## src/rtl/core/ft12_rx_pkg.sv

```systemverilog
// ----------------------------------------------------------------------------
// FT1.2 link frame receiver - shared package
// Types and constants for the byte pipeline, frame checker and result register.
// ----------------------------------------------------------------------------
package ft12_rx_pkg;

   // Frame delimiters and application bytes looked for
   localparam logic [7:0] START_FIXED = 8'h10;
   localparam logic [7:0] START_VAR   = 8'h68;
   localparam logic [7:0] END_BYTE    = 8'h16;
   localparam logic [7:0] TYPE_GI     = 8'h64;
   localparam logic [7:0] CAUSE_GI    = 8'h14;
   localparam logic [7:0] TYPE_CLOCK  = 8'h67;

   // Function codes that map to an action
   localparam logic [3:0] FC_RESET_LINK  = 4'd0;
   localparam logic [3:0] FC_USER_DATA   = 4'd3;
   localparam logic [3:0] FC_LINK_STATUS = 4'd9;

   // Link address reset value
   localparam logic [15:0] STATION_ADDRESS_RESET = 16'd33;

   // Byte positions within a frame
   localparam logic [8:0] POS_FIRST   = 9'd1;
   localparam logic [8:0] POS_SECOND  = 9'd2;
   localparam logic [8:0] POS_THIRD   = 9'd3;
   localparam logic [8:0] POS_FOURTH  = 9'd4;
   localparam logic [8:0] POS_ADDR_LO = 9'd5;
   localparam logic [8:0] POS_ADDR_HI = 9'd6;
   localparam logic [8:0] POS_TYPE    = 9'd7;
   localparam logic [8:0] POS_CAUSE_A = 9'd14;
   localparam logic [8:0] POS_CAUSE_B = 9'd15;

   typedef enum logic [2:0] {
      ST_OK          = 3'd0,
      ST_BAD_START   = 3'd1,
      ST_LENGTH      = 3'd2,
      ST_BAD_START2  = 3'd3,
      ST_CHECKSUM    = 3'd4,
      ST_END_BYTE    = 3'd5,
      ST_ADDRESS     = 3'd6,
      ST_DIR_PRM     = 3'd7
   } status_type;

   typedef enum logic [2:0] {
      ACT_NONE       = 3'd0,
      ACT_RESET_LINK = 3'd1,
      ACT_LINK_STAT  = 3'd2,
      ACT_GEN_INTERR = 3'd3,
      ACT_CLOCK_SYNC = 3'd4
   } action_type;

   // One received byte with its start flag
   typedef struct packed {
      logic       valid;
      logic [7:0] rx_byte;
      logic       frame_start;
   } in_item_type;

   // One status result
   typedef struct packed {
      status_type status;
      logic       variable_frame;
      logic [3:0] function_code;
      logic       frame_count_bit;
      logic       frame_count_valid;
      action_type action;
   } result_type;

endpackage

```

## src/rtl/core/ft12_rx_in_reg.sv

```systemverilog
// ----------------------------------------------------------------------------
// FT1.2 link frame receiver - input register
// Holds one received byte until the checker can take it.
// ----------------------------------------------------------------------------
module ft12_rx_in_reg
   import ft12_rx_pkg::*;
(
   input  logic        clock,
   input  logic        reset,
   input  logic        req_valid,
   output logic        req_stall,
   input  logic [7:0]  req_rx_byte,
   input  logic        req_frame_start,
   input  logic        advance,
   output in_item_type item
);

   in_item_type item_ff;
   in_item_type item_in;

   // Stall only while a held item cannot move on this cycle
   assign req_stall = item_ff.valid && !advance;

   always_comb begin
      item_in = item_ff;
      if (!req_stall) begin
         item_in.valid       = req_valid;
         item_in.rx_byte     = req_rx_byte;
         item_in.frame_start = req_frame_start;
      end
   end

   always_ff @(posedge clock) begin
      if (reset) begin
         item_ff.valid <= 1'b0;
      end else begin
         item_ff.valid <= item_in.valid;
      end
      item_ff.rx_byte     <= item_in.rx_byte;
      item_ff.frame_start <= item_in.frame_start;
   end

   assign item = item_ff;

endmodule

```

## src/rtl/core/ft12_rx_check.sv

```systemverilog
// ----------------------------------------------------------------------------
// FT1.2 link frame receiver - frame checker
// Tracks the frame position, checksum and captured fields; decides the status.
// ----------------------------------------------------------------------------
module ft12_rx_check
   import ft12_rx_pkg::*;
(
   input  logic        clock,
   input  logic        reset,
   input  in_item_type item,
   input  logic        advance,
   input  logic [15:0] station_address,
   output logic        res_valid,
   output result_type  res
);

   logic [8:0]  byte_position_ff,    byte_position_in;
   logic        frame_active_ff,     frame_active_in;
   logic        is_variable_ff,      is_variable_in;
   logic [7:0]  user_length_ff,      user_length_in;
   logic [7:0]  running_sum_ff,      running_sum_in;
   logic [7:0]  control_byte_ff,     control_byte_in;
   logic [15:0] received_address_ff, received_address_in;
   logic [7:0]  type_byte_ff,        type_byte_in;
   logic        cause_seen_ff,       cause_seen_in;

   logic        fire;
   logic [7:0]  b;
   logic [8:0]  p;
   logic [8:0]  sum_pos;
   logic [7:0]  sum_add;
   logic        emit;
   logic        with_ctrl;
   status_type  sts;
   action_type  act;
   logic [3:0]  fc;

   assign fire    = item.valid && advance;
   assign b       = item.rx_byte;
   assign p       = byte_position_ff;
   assign sum_pos = {1'b0, user_length_ff} + POS_FOURTH;
   assign sum_add = running_sum_ff + b;
   assign fc      = control_byte_ff[3:0];

   // Next state and result decision for one byte
   always_comb begin
      byte_position_in    = byte_position_ff;
      frame_active_in     = frame_active_ff;
      is_variable_in      = is_variable_ff;
      user_length_in      = user_length_ff;
      running_sum_in      = running_sum_ff;
      control_byte_in     = control_byte_ff;
      received_address_in = received_address_ff;
      type_byte_in        = type_byte_ff;
      cause_seen_in       = cause_seen_ff;
      emit      = 1'b0;
      with_ctrl = 1'b0;
      sts       = ST_OK;
      act       = ACT_NONE;

      if (fire && item.frame_start) begin
         // New frame: drop anything partial
         byte_position_in    = '0;
         is_variable_in      = 1'b0;
         user_length_in      = '0;
         running_sum_in      = '0;
         control_byte_in     = '0;
         received_address_in = '0;
         type_byte_in        = '0;
         cause_seen_in       = 1'b0;
         frame_active_in     = 1'b1;
         if (b == START_FIXED) begin
            byte_position_in = POS_FIRST;
         end else if (b == START_VAR) begin
            is_variable_in   = 1'b1;
            byte_position_in = POS_FIRST;
         end else begin
            emit = 1'b1;
            sts  = ST_BAD_START;
         end
      end else if (fire && frame_active_ff) begin
         byte_position_in = p + 9'd1;
         if (!is_variable_ff) begin
            // Fixed frame: C Alo Ahi CS end
            if (p == POS_FIRST)  control_byte_in = b;
            if (p == POS_SECOND) received_address_in[7:0]  = b;
            if (p == POS_THIRD)  received_address_in[15:8] = b;
            if (p <= POS_THIRD) begin
               running_sum_in = sum_add;
            end else if (p == POS_FOURTH) begin
               if (b != running_sum_ff) begin
                  emit = 1'b1;
                  sts  = ST_CHECKSUM;
               end
            end else begin
               emit = 1'b1;
            end
         end else begin
            // Variable frame: L L start user bytes CS end
            if (p == POS_FIRST) begin
               user_length_in = b;
            end else if (p == POS_SECOND) begin
               if (b != user_length_ff) begin
                  emit = 1'b1;
                  sts  = ST_LENGTH;
               end
            end else if (p == POS_THIRD) begin
               if (b != START_VAR) begin
                  emit = 1'b1;
                  sts  = ST_BAD_START2;
               end
            end else if (p < sum_pos) begin
               running_sum_in = sum_add;
               if (p == POS_FOURTH) begin
                  control_byte_in = b;
               end else if (p == POS_ADDR_LO) begin
                  received_address_in[7:0] = b;
               end else if (p == POS_ADDR_HI) begin
                  received_address_in[15:8] = b;
               end else if (p == POS_TYPE) begin
                  type_byte_in = b;
               end else if ((p == POS_CAUSE_A || p == POS_CAUSE_B) && b == CAUSE_GI) begin
                  cause_seen_in = 1'b1;
               end
            end else if (p == sum_pos) begin
               if (b != running_sum_ff) begin
                  emit = 1'b1;
                  sts  = ST_CHECKSUM;
               end
            end else begin
               emit = 1'b1;
            end
         end

         // Final checks at the end byte, only where no error is already set
         if (emit && sts == ST_OK) begin
            if (b != END_BYTE) begin
               sts = ST_END_BYTE;
            end else if (received_address_ff != station_address) begin
               sts       = ST_ADDRESS;
               with_ctrl = 1'b1;
            end else if (control_byte_ff[7] || !control_byte_ff[6]) begin
               sts       = ST_DIR_PRM;
               with_ctrl = 1'b1;
            end else begin
               with_ctrl = 1'b1;
               if (fc == FC_RESET_LINK) begin
                  act = ACT_RESET_LINK;
               end else if (fc == FC_LINK_STATUS) begin
                  act = ACT_LINK_STAT;
               end else if (fc == FC_USER_DATA && is_variable_ff) begin
                  if (type_byte_ff == TYPE_GI && cause_seen_ff) begin
                     act = ACT_GEN_INTERR;
                  end else if (type_byte_ff == TYPE_CLOCK) begin
                     act = ACT_CLOCK_SYNC;
                  end
               end
            end
         end
      end

      // Any result closes the frame
      if (emit) frame_active_in = 1'b0;
   end

   // Result fields
   always_comb begin
      res.status            = sts;
      res.variable_frame    = (sts == ST_BAD_START) ? 1'b0 : is_variable_ff;
      res.function_code     = with_ctrl ? control_byte_ff[3:0] : 4'd0;
      res.frame_count_bit   = with_ctrl && control_byte_ff[5];
      res.frame_count_valid = with_ctrl && control_byte_ff[4];
      res.action            = act;
   end

   assign res_valid = emit;

   always_ff @(posedge clock) begin
      if (reset) begin
         byte_position_ff    <= '0;
         frame_active_ff     <= 1'b0;
         is_variable_ff      <= 1'b0;
         user_length_ff      <= '0;
         running_sum_ff      <= '0;
         control_byte_ff     <= '0;
         received_address_ff <= '0;
         type_byte_ff        <= '0;
         cause_seen_ff       <= 1'b0;
      end else begin
         byte_position_ff    <= byte_position_in;
         frame_active_ff     <= frame_active_in;
         is_variable_ff      <= is_variable_in;
         user_length_ff      <= user_length_in;
         running_sum_ff      <= running_sum_in;
         control_byte_ff     <= control_byte_in;
         received_address_ff <= received_address_in;
         type_byte_ff        <= type_byte_in;
         cause_seen_ff       <= cause_seen_in;
      end
   end

endmodule

```

## src/rtl/core/ft12_rx_out_reg.sv

```systemverilog
// ----------------------------------------------------------------------------
// FT1.2 link frame receiver - result register
// Holds one status item for the result channel and paces the pipeline.
// ----------------------------------------------------------------------------
module ft12_rx_out_reg
   import ft12_rx_pkg::*;
(
   input  logic       clock,
   input  logic       reset,
   input  logic       res_valid,
   input  result_type res,
   input  logic       rsp_stall,
   output logic       advance,
   output logic       rsp_valid,
   output result_type rsp
);

   logic       valid_ff, valid_in;
   result_type res_ff;

   // Pipeline moves when the result slot is free or being emptied
   assign advance = !valid_ff || !rsp_stall;

   always_comb begin
      valid_in = valid_ff;
      if (advance) valid_in = res_valid;
   end

   always_ff @(posedge clock) begin
      if (reset) begin
         valid_ff <= 1'b0;
      end else begin
         valid_ff <= valid_in;
      end
      if (advance && res_valid) res_ff <= res;
   end

   assign rsp_valid = valid_ff;
   assign rsp       = res_ff;

endmodule

```

## src/rtl/core/ft12_link_frame_receiver_core.sv

```systemverilog
// ----------------------------------------------------------------------------
// FT1.2 link frame receiver core
// Checks fixed and variable FT1.2 link frames byte by byte and reports one
// status item per frame with the control bits and the requested action.
//
//   channel  | direction | handshake           | payload
//   ---------+-----------+---------------------+------------------------------
//   req_     | in        | req_valid/req_stall | rx_byte, frame_start
//   rsp_     | out       | rsp_valid/rsp_stall | status, variable_frame,
//            |           |                     | function_code, fcb, fcv, action
//   csr_     | in        | csr_write_enable    | station_address (16 bit)
//
// One byte per cycle is accepted while req_stall is low; a byte's result is
// offered on rsp_ after the input register and then the result register.
// The checksum add and position compare sit between those two registers.
// Reset is synchronous and clears the frame state; station address returns to 33.
// A stalled result holds the pipeline; one further byte waits in the input
// register before req_stall rises.
// ----------------------------------------------------------------------------
module ft12_link_frame_receiver_core
   import ft12_rx_pkg::*;
(
   input  logic        clock,
   input  logic        reset,
   input  logic        req_valid,
   output logic        req_stall,
   input  logic [7:0]  req_rx_byte,
   input  logic        req_frame_start,
   output logic        rsp_valid,
   input  logic        rsp_stall,
   output logic [2:0]  rsp_status,
   output logic        rsp_variable_frame,
   output logic [3:0]  rsp_function_code,
   output logic        rsp_frame_count_bit,
   output logic        rsp_frame_count_valid,
   output logic [2:0]  rsp_action,
   input  logic        csr_write_enable,
   input  logic [15:0] csr_write_data
);

   logic [15:0] station_address_ff;
   in_item_type item;
   logic        advance;
   logic        res_valid;
   result_type  res;
   result_type  rsp;

   // Link address register
   always_ff @(posedge clock) begin
      if (reset) begin
         station_address_ff <= STATION_ADDRESS_RESET;
      end else if (csr_write_enable) begin
         station_address_ff <= csr_write_data;
      end
   end

   ft12_rx_in_reg u_in_reg (
      .clock           (clock),
      .reset           (reset),
      .req_valid       (req_valid),
      .req_stall       (req_stall),
      .req_rx_byte     (req_rx_byte),
      .req_frame_start (req_frame_start),
      .advance         (advance),
      .item            (item)
   );

   ft12_rx_check u_check (
      .clock           (clock),
      .reset           (reset),
      .item            (item),
      .advance         (advance),
      .station_address (station_address_ff),
      .res_valid       (res_valid),
      .res             (res)
   );

   ft12_rx_out_reg u_out_reg (
      .clock     (clock),
      .reset     (reset),
      .res_valid (res_valid),
      .res       (res),
      .rsp_stall (rsp_stall),
      .advance   (advance),
      .rsp_valid (rsp_valid),
      .rsp       (rsp)
   );

   assign rsp_status            = rsp.status;
   assign rsp_variable_frame    = rsp.variable_frame;
   assign rsp_function_code     = rsp.function_code;
   assign rsp_frame_count_bit   = rsp.frame_count_bit;
   assign rsp_frame_count_valid = rsp.frame_count_valid;
   assign rsp_action            = rsp.action;

   // Input side only stalls while an item is held there
   a_stall_needs_item: assert property (@(posedge clock) disable iff (reset)
      req_stall |-> item.valid)
      else $error("input stalled with no item held");

   // Framing errors carry no control bits and no action
   a_error_no_ctrl: assert property (@(posedge clock) disable iff (reset)
      (rsp_valid && rsp_status != ST_OK && rsp_status != ST_ADDRESS
       && rsp_status != ST_DIR_PRM)
      |-> (rsp_function_code == 4'd0 && rsp_action == ACT_NONE
           && !rsp_frame_count_bit && !rsp_frame_count_valid))
      else $error("framing error result carries control bits");

   // An action is only requested by a frame that passed every check
   a_action_only_ok: assert property (@(posedge clock) disable iff (reset)
      (rsp_valid && rsp_action != ACT_NONE) |-> rsp_status == ST_OK)
      else $error("action on a failed frame");

   // Bad start never reports a variable frame
   a_bad_start_fixed: assert property (@(posedge clock) disable iff (reset)
      (rsp_valid && rsp_status == ST_BAD_START) |-> !rsp_variable_frame)
      else $error("bad start flagged as variable frame");

endmodule
```

## config.mk

```make
export PLATFORM = sky130hd
export DESIGN_NAME = ft12_link_frame_receiver_core
export DESIGN_NICKNAME = d
export VERILOG_FILES = /design/src/rtl/core/ft12_rx_pkg.sv /design/src/rtl/core/ft12_rx_in_reg.sv /design/src/rtl/core/ft12_rx_check.sv /design/src/rtl/core/ft12_rx_out_reg.sv /design/src/rtl/core/ft12_link_frame_receiver_core.sv
export SDC_FILE = /design/constraint.sdc
export NUM_CORES = 1
export LEC_CHECK = 0
export BUFFER_PORTS_ARGS = -buffer_cell sky130_fd_sc_hd__buf_2
export CORE_MARGIN = 3
export CORE_UTILIZATION = 38
export CTS_CLUSTER_DIAMETER = 200
export DETAILED_ROUTE_END_ITERATION = 10
export GPL_TIMING_DRIVEN = 0
export HOLD_SLACK_MARGIN = 0.08
export PLACE_DENSITY = 0.6
export SLEW_MARGIN = 30
export SYNTH_ARGS = -nofsm -noshare
export SYNTH_HDL_FRONTEND = slang
export SYNTH_SLANG_ARGS = --single-unit
```

## constraint.sdc

```tcl
create_clock -name clock -period 3.25 [get_ports clock]
set_input_delay 0.1625 -clock clock [delete_from_list [all_inputs] [get_ports clock]]
set_output_delay 0.1625 -clock clock [all_outputs]
set_load 0.02 [all_outputs]
```

==> flow_metrics.env <==
export IMPL_clk_pin_slew_ps=70
export IMPL_ys_types=67
export IMPL_final_cell_mix="nor2_1, dfxtp_1, buf_2"
export IMPL_slew_headroom=0.543
export IMPL_p_int_uw=2020
export IMPL_skew_ps=10.5
export IMPL_cpLargestDelayFamily="simple AND/OR/NAND/NOR gates"
export IMPL_cts_sinks=100
export IMPL_p_total_uw=2600
export IMPL_vdd_drop_max_v=0.000252
export IMPL_numCtsBuffers=9
export IMPL_period_share=0.939
export IMPL_dr_pass1_iters=5
export IMPL_seq_power_share=0.503
export IMPL_regToRegSetupSlack_ps=200
export IMPL_synth_cells=527
export IMPL_num_fill_cells=1241
export IMPL_via_per_inst=5.20
export IMPL_wire_per_inst_um=15.5
export IMPL_clk_latency_ps=350
export IMPL_die_area_um2=14800
export IMPL_ant_nets=0
export IMPL_synth_edf_count=22
export IMPL_grt_pass1_wl_um=20200
export IMPL_synth_async_sr_flop_share=0
export IMPL_reg2reg_depth=11
export IMPL_layout_nets=661
export IMPL_synth_top_family_by_area="simple AND/OR/NAND/NOR gates"
export IMPL_synth_fa_ha_area_frac=0.0583
export IMPL_p_per_area_nw_per_um2=424
export IMPL_drive_above_1_share=0.153
export IMPL_ys_seq_area_frac=0.439
export IMPL_hp_class="primary input to register"
export IMPL_synthXorXnorAreaFrac=0.0726
export IMPL_crit_arrival_ps=3090
export IMPL_r2r_start="u_check.user_length_ff[2]"
export IMPL_slowest_stage="dfxtp_4"
export IMPL_gp_congestion=0.918
export IMPL_worst_pin_slew_ps=685
export IMPL_p_leak_uw=0.00260
export IMPL_cp_max_fo=13
export IMPL_hold_viol=0
export IMPL_hold_depth=3
export IMPL_whs_ps=176
export IMPL_area_delta_synth_final_pct=21.3
export IMPL_ys_warnings_count=0
export IMPL_cts_root_buf="clkbuf_16"
export IMPL_synth_seq_cells=100
export IMPL_synth_flop_cell="dfxtp_1"
export IMPL_htreeDepth=3
export IMPL_synth_area_um2=5060
export IMPL_fin_area_um2=6140
export IMPL_via_count=4085
export IMPL_power_switching_uw=588
export IMPL_crit_path_start_kind="register"
export IMPL_cts_tree="built"
export IMPL_outcome="complete, no violations"
export IMPL_std_cell_rows=41
export IMPL_drv_slew=0
export IMPL_cp_depth=11
export IMPL_drc=0
export IMPL_placed_area_um2=5490
export IMPL_fmax_mhz=328
export IMPL_die_x_um=121
export IMPL_antenna_found_initial=1
export IMPL_pwr_share_clk=0.422
export IMPL_maxCapViolCount=0
export IMPL_post_route_min_period_ps=3050
export IMPL_cts_buffer_depth=2
export IMPL_mostFrequentLayoutCell="nor2_1"
export IMPL_dp_hpwl_um=8980
export IMPL_path_cells="ha_2 -> nand3_1 -> xor2_1 -> ha_1 -> nand4_1 -> nor3_4 -> a211oi_4 -> o32ai_1 -> a31o_2 -> nand2_1 -> nand2_4"
export IMPL_io_pins=45
export IMPL_coreArea_um2=12800
export IMPL_finalSetupViolCount=0
export IMPL_synth_compound_gate_area_share=0.102
export IMPL_required_ps=3290
export IMPL_grt_max_degree=16
export IMPL_switching_share=0.226
export IMPL_first_global_vias=4059
export IMPL_initial_core_util=0.395
export IMPL_port_buffers=42
export IMPL_grt_overflow=0
export IMPL_rr_endpoint="u_out_reg.rsp[6]"
export IMPL_routed_wl_um=12200
export IMPL_yosys_area_share_simple=0.206
export IMPL_syn_area_per_cell_um2=9.61
export IMPL_synth_nets=580
export IMPL_pwr_share_comb=0.074
export IMPL_worst_setup_path_type="register to register"
export IMPL_antenna_cells=0
export IMPL_synth_area_mux_share=0.0852
export IMPL_fp_dieH_um=121
export IMPL_max_stage_delay_ps=380
export IMPL_setup_worst_path_end_class="register"
export IMPL_drtIter0Drc=201
export IMPL_grt_use_total=0.174
export IMPL_cp_num_buf_inv=0
export IMPL_endpoint="u_out_reg.rsp[6]"
export IMPL_cp_startpoint="u_check.user_length_ff[2]"
tightest hold or removal path: stages:
cell	delay, ps
buf_2	90
nand2_1	100
a31oi_1	140
layout make-up:
type | count | area (µm²) | share of cell area
multi-input combinational | 387 | 2710 | 0.442
sequential | 100 | 2230 | 0.363
timing repair buffer | 70 | 485 | 0.0790
clock buffer | 15 | 300 | 0.0489
tap | 172 | 215 | 0.0350
buffer | 26 | 138 | 0.0224
inverter | 14 | 52.6 | 0.00855
clock inverter | 1 | 8.76 | 0.00143
through the flow:
| stage | setup slack (ps) | utilization | TNS (ps) | cells |
|---|---|---|---|---|
| after floorplan | 328 | - | 0 | 527 |
| after global placement | -69.3 | 0.428 | -895 | 741 |
| after detailed placement | -190 | 0.428 | -2860 | 741 |
| after CTS | 4.77 | 0.476 | 0 | 783 |
| after global routing | -0.854 | 0.479 | -0.854 | 785 |
| final | 199 | 0.479 | 0 | 785 |
registers in the layout, indices dropped and copies added (netlist names):
signal and count:
u_check.received_address_ff 16, u_in_reg.item 10, station_address_ff 16, u_check.frame_active_ff 1, u_out_reg.rsp 13, u_out_reg.rsp_valid 1, u_check.type_byte_ff 8, u_check.control_byte_ff 8
u_check.user_length_ff 8, u_check.is_variable_ff 1, u_check.running_sum_ff 8, u_check.cause_seen_ff 1, u_check.byte_position_ff 9
synth_stat cells, drive strengths merged (4+ instances only):
master | instances | share of area
a211oi | 4 | 0.0079
a21oi | 19 | 0.019
and2 | 10 | 0.012
and3 | 13 | 0.016
buf | 15 | 0.019
clkbuf | 11 | 0.0082
dfxtp | 78 | 0.31
edfxtp | 22 | 0.13
ha | 22 | 0.054
inv | 13 | 0.0096
mux2i | 42 | 0.083
nand2 | 37 | 0.028
nand3 | 22 | 0.023
nand4 | 7 | 0.0099
nor2 | 78 | 0.059
nor3 | 8 | 0.012
nor4 | 7 | 0.012
o21ai | 27 | 0.027
xnor2 | 18 | 0.031
xor2 | 24 | 0.042
worst min path at each step:
stage               startpoint                  end  slack, ps
6_report             rsp_stall  u_out_reg.rsp_valid        180
5_1_grt              rsp_stall  u_out_reg.rsp_valid        220
4_1_cts              rsp_stall  u_out_reg.rsp_valid        160
3_5_place_dp    req_rx_byte[3]     u_in_reg.item[4]        340
3_3_place_gp    req_rx_byte[5]     u_in_reg.item[6]        340
2_1_floorplan  req_frame_start     u_in_reg.item[0]        260
power by group through the flow:
stage                     Combinational [µW]  Sequential [µW]  Clock, µW
after global routing                     213             1310       1180
after CTS                                194             1310       1130
after floorplan                          105             1340          0
final                                    193             1310       1100
after global placement                   166             1340          0
after detailed placement                 168             1340          0
routing by layer:
layer,part of all wire,global-route usage,vias to the layer above,routed length (µm)
li1,-,-,2025,-
met1,0.45,0.226,1908,5470
met2,0.46,0.278,127,5660
met3,0.061,0.0438,23,739
met4,0.024,0.0700,2,296
met5,0.0011,0,-,13
cell families (layout without fill, tap and decap cells):
logic type / after synthesis / count (layout)
mux: 43 / 43
flops: 100 / 100
buf+inv: 40 / 126
xor+xnor: 42 / 42
compound gates: 76 / 76
simple gates: 203 / 203
fa+ha+maj: 23 / 23
repair_timing:
item | CTS | global route
setup endpoints to repair | 26 | 52
gates resized for setup | 6 | 10
setup buffers | 0 | 2
hold buffers | 26 | 0
pin swaps | 1 | 3
endpoints found under the hold margin | 26 | 0
Note: power is estimated with default switching activity, not from simulation.
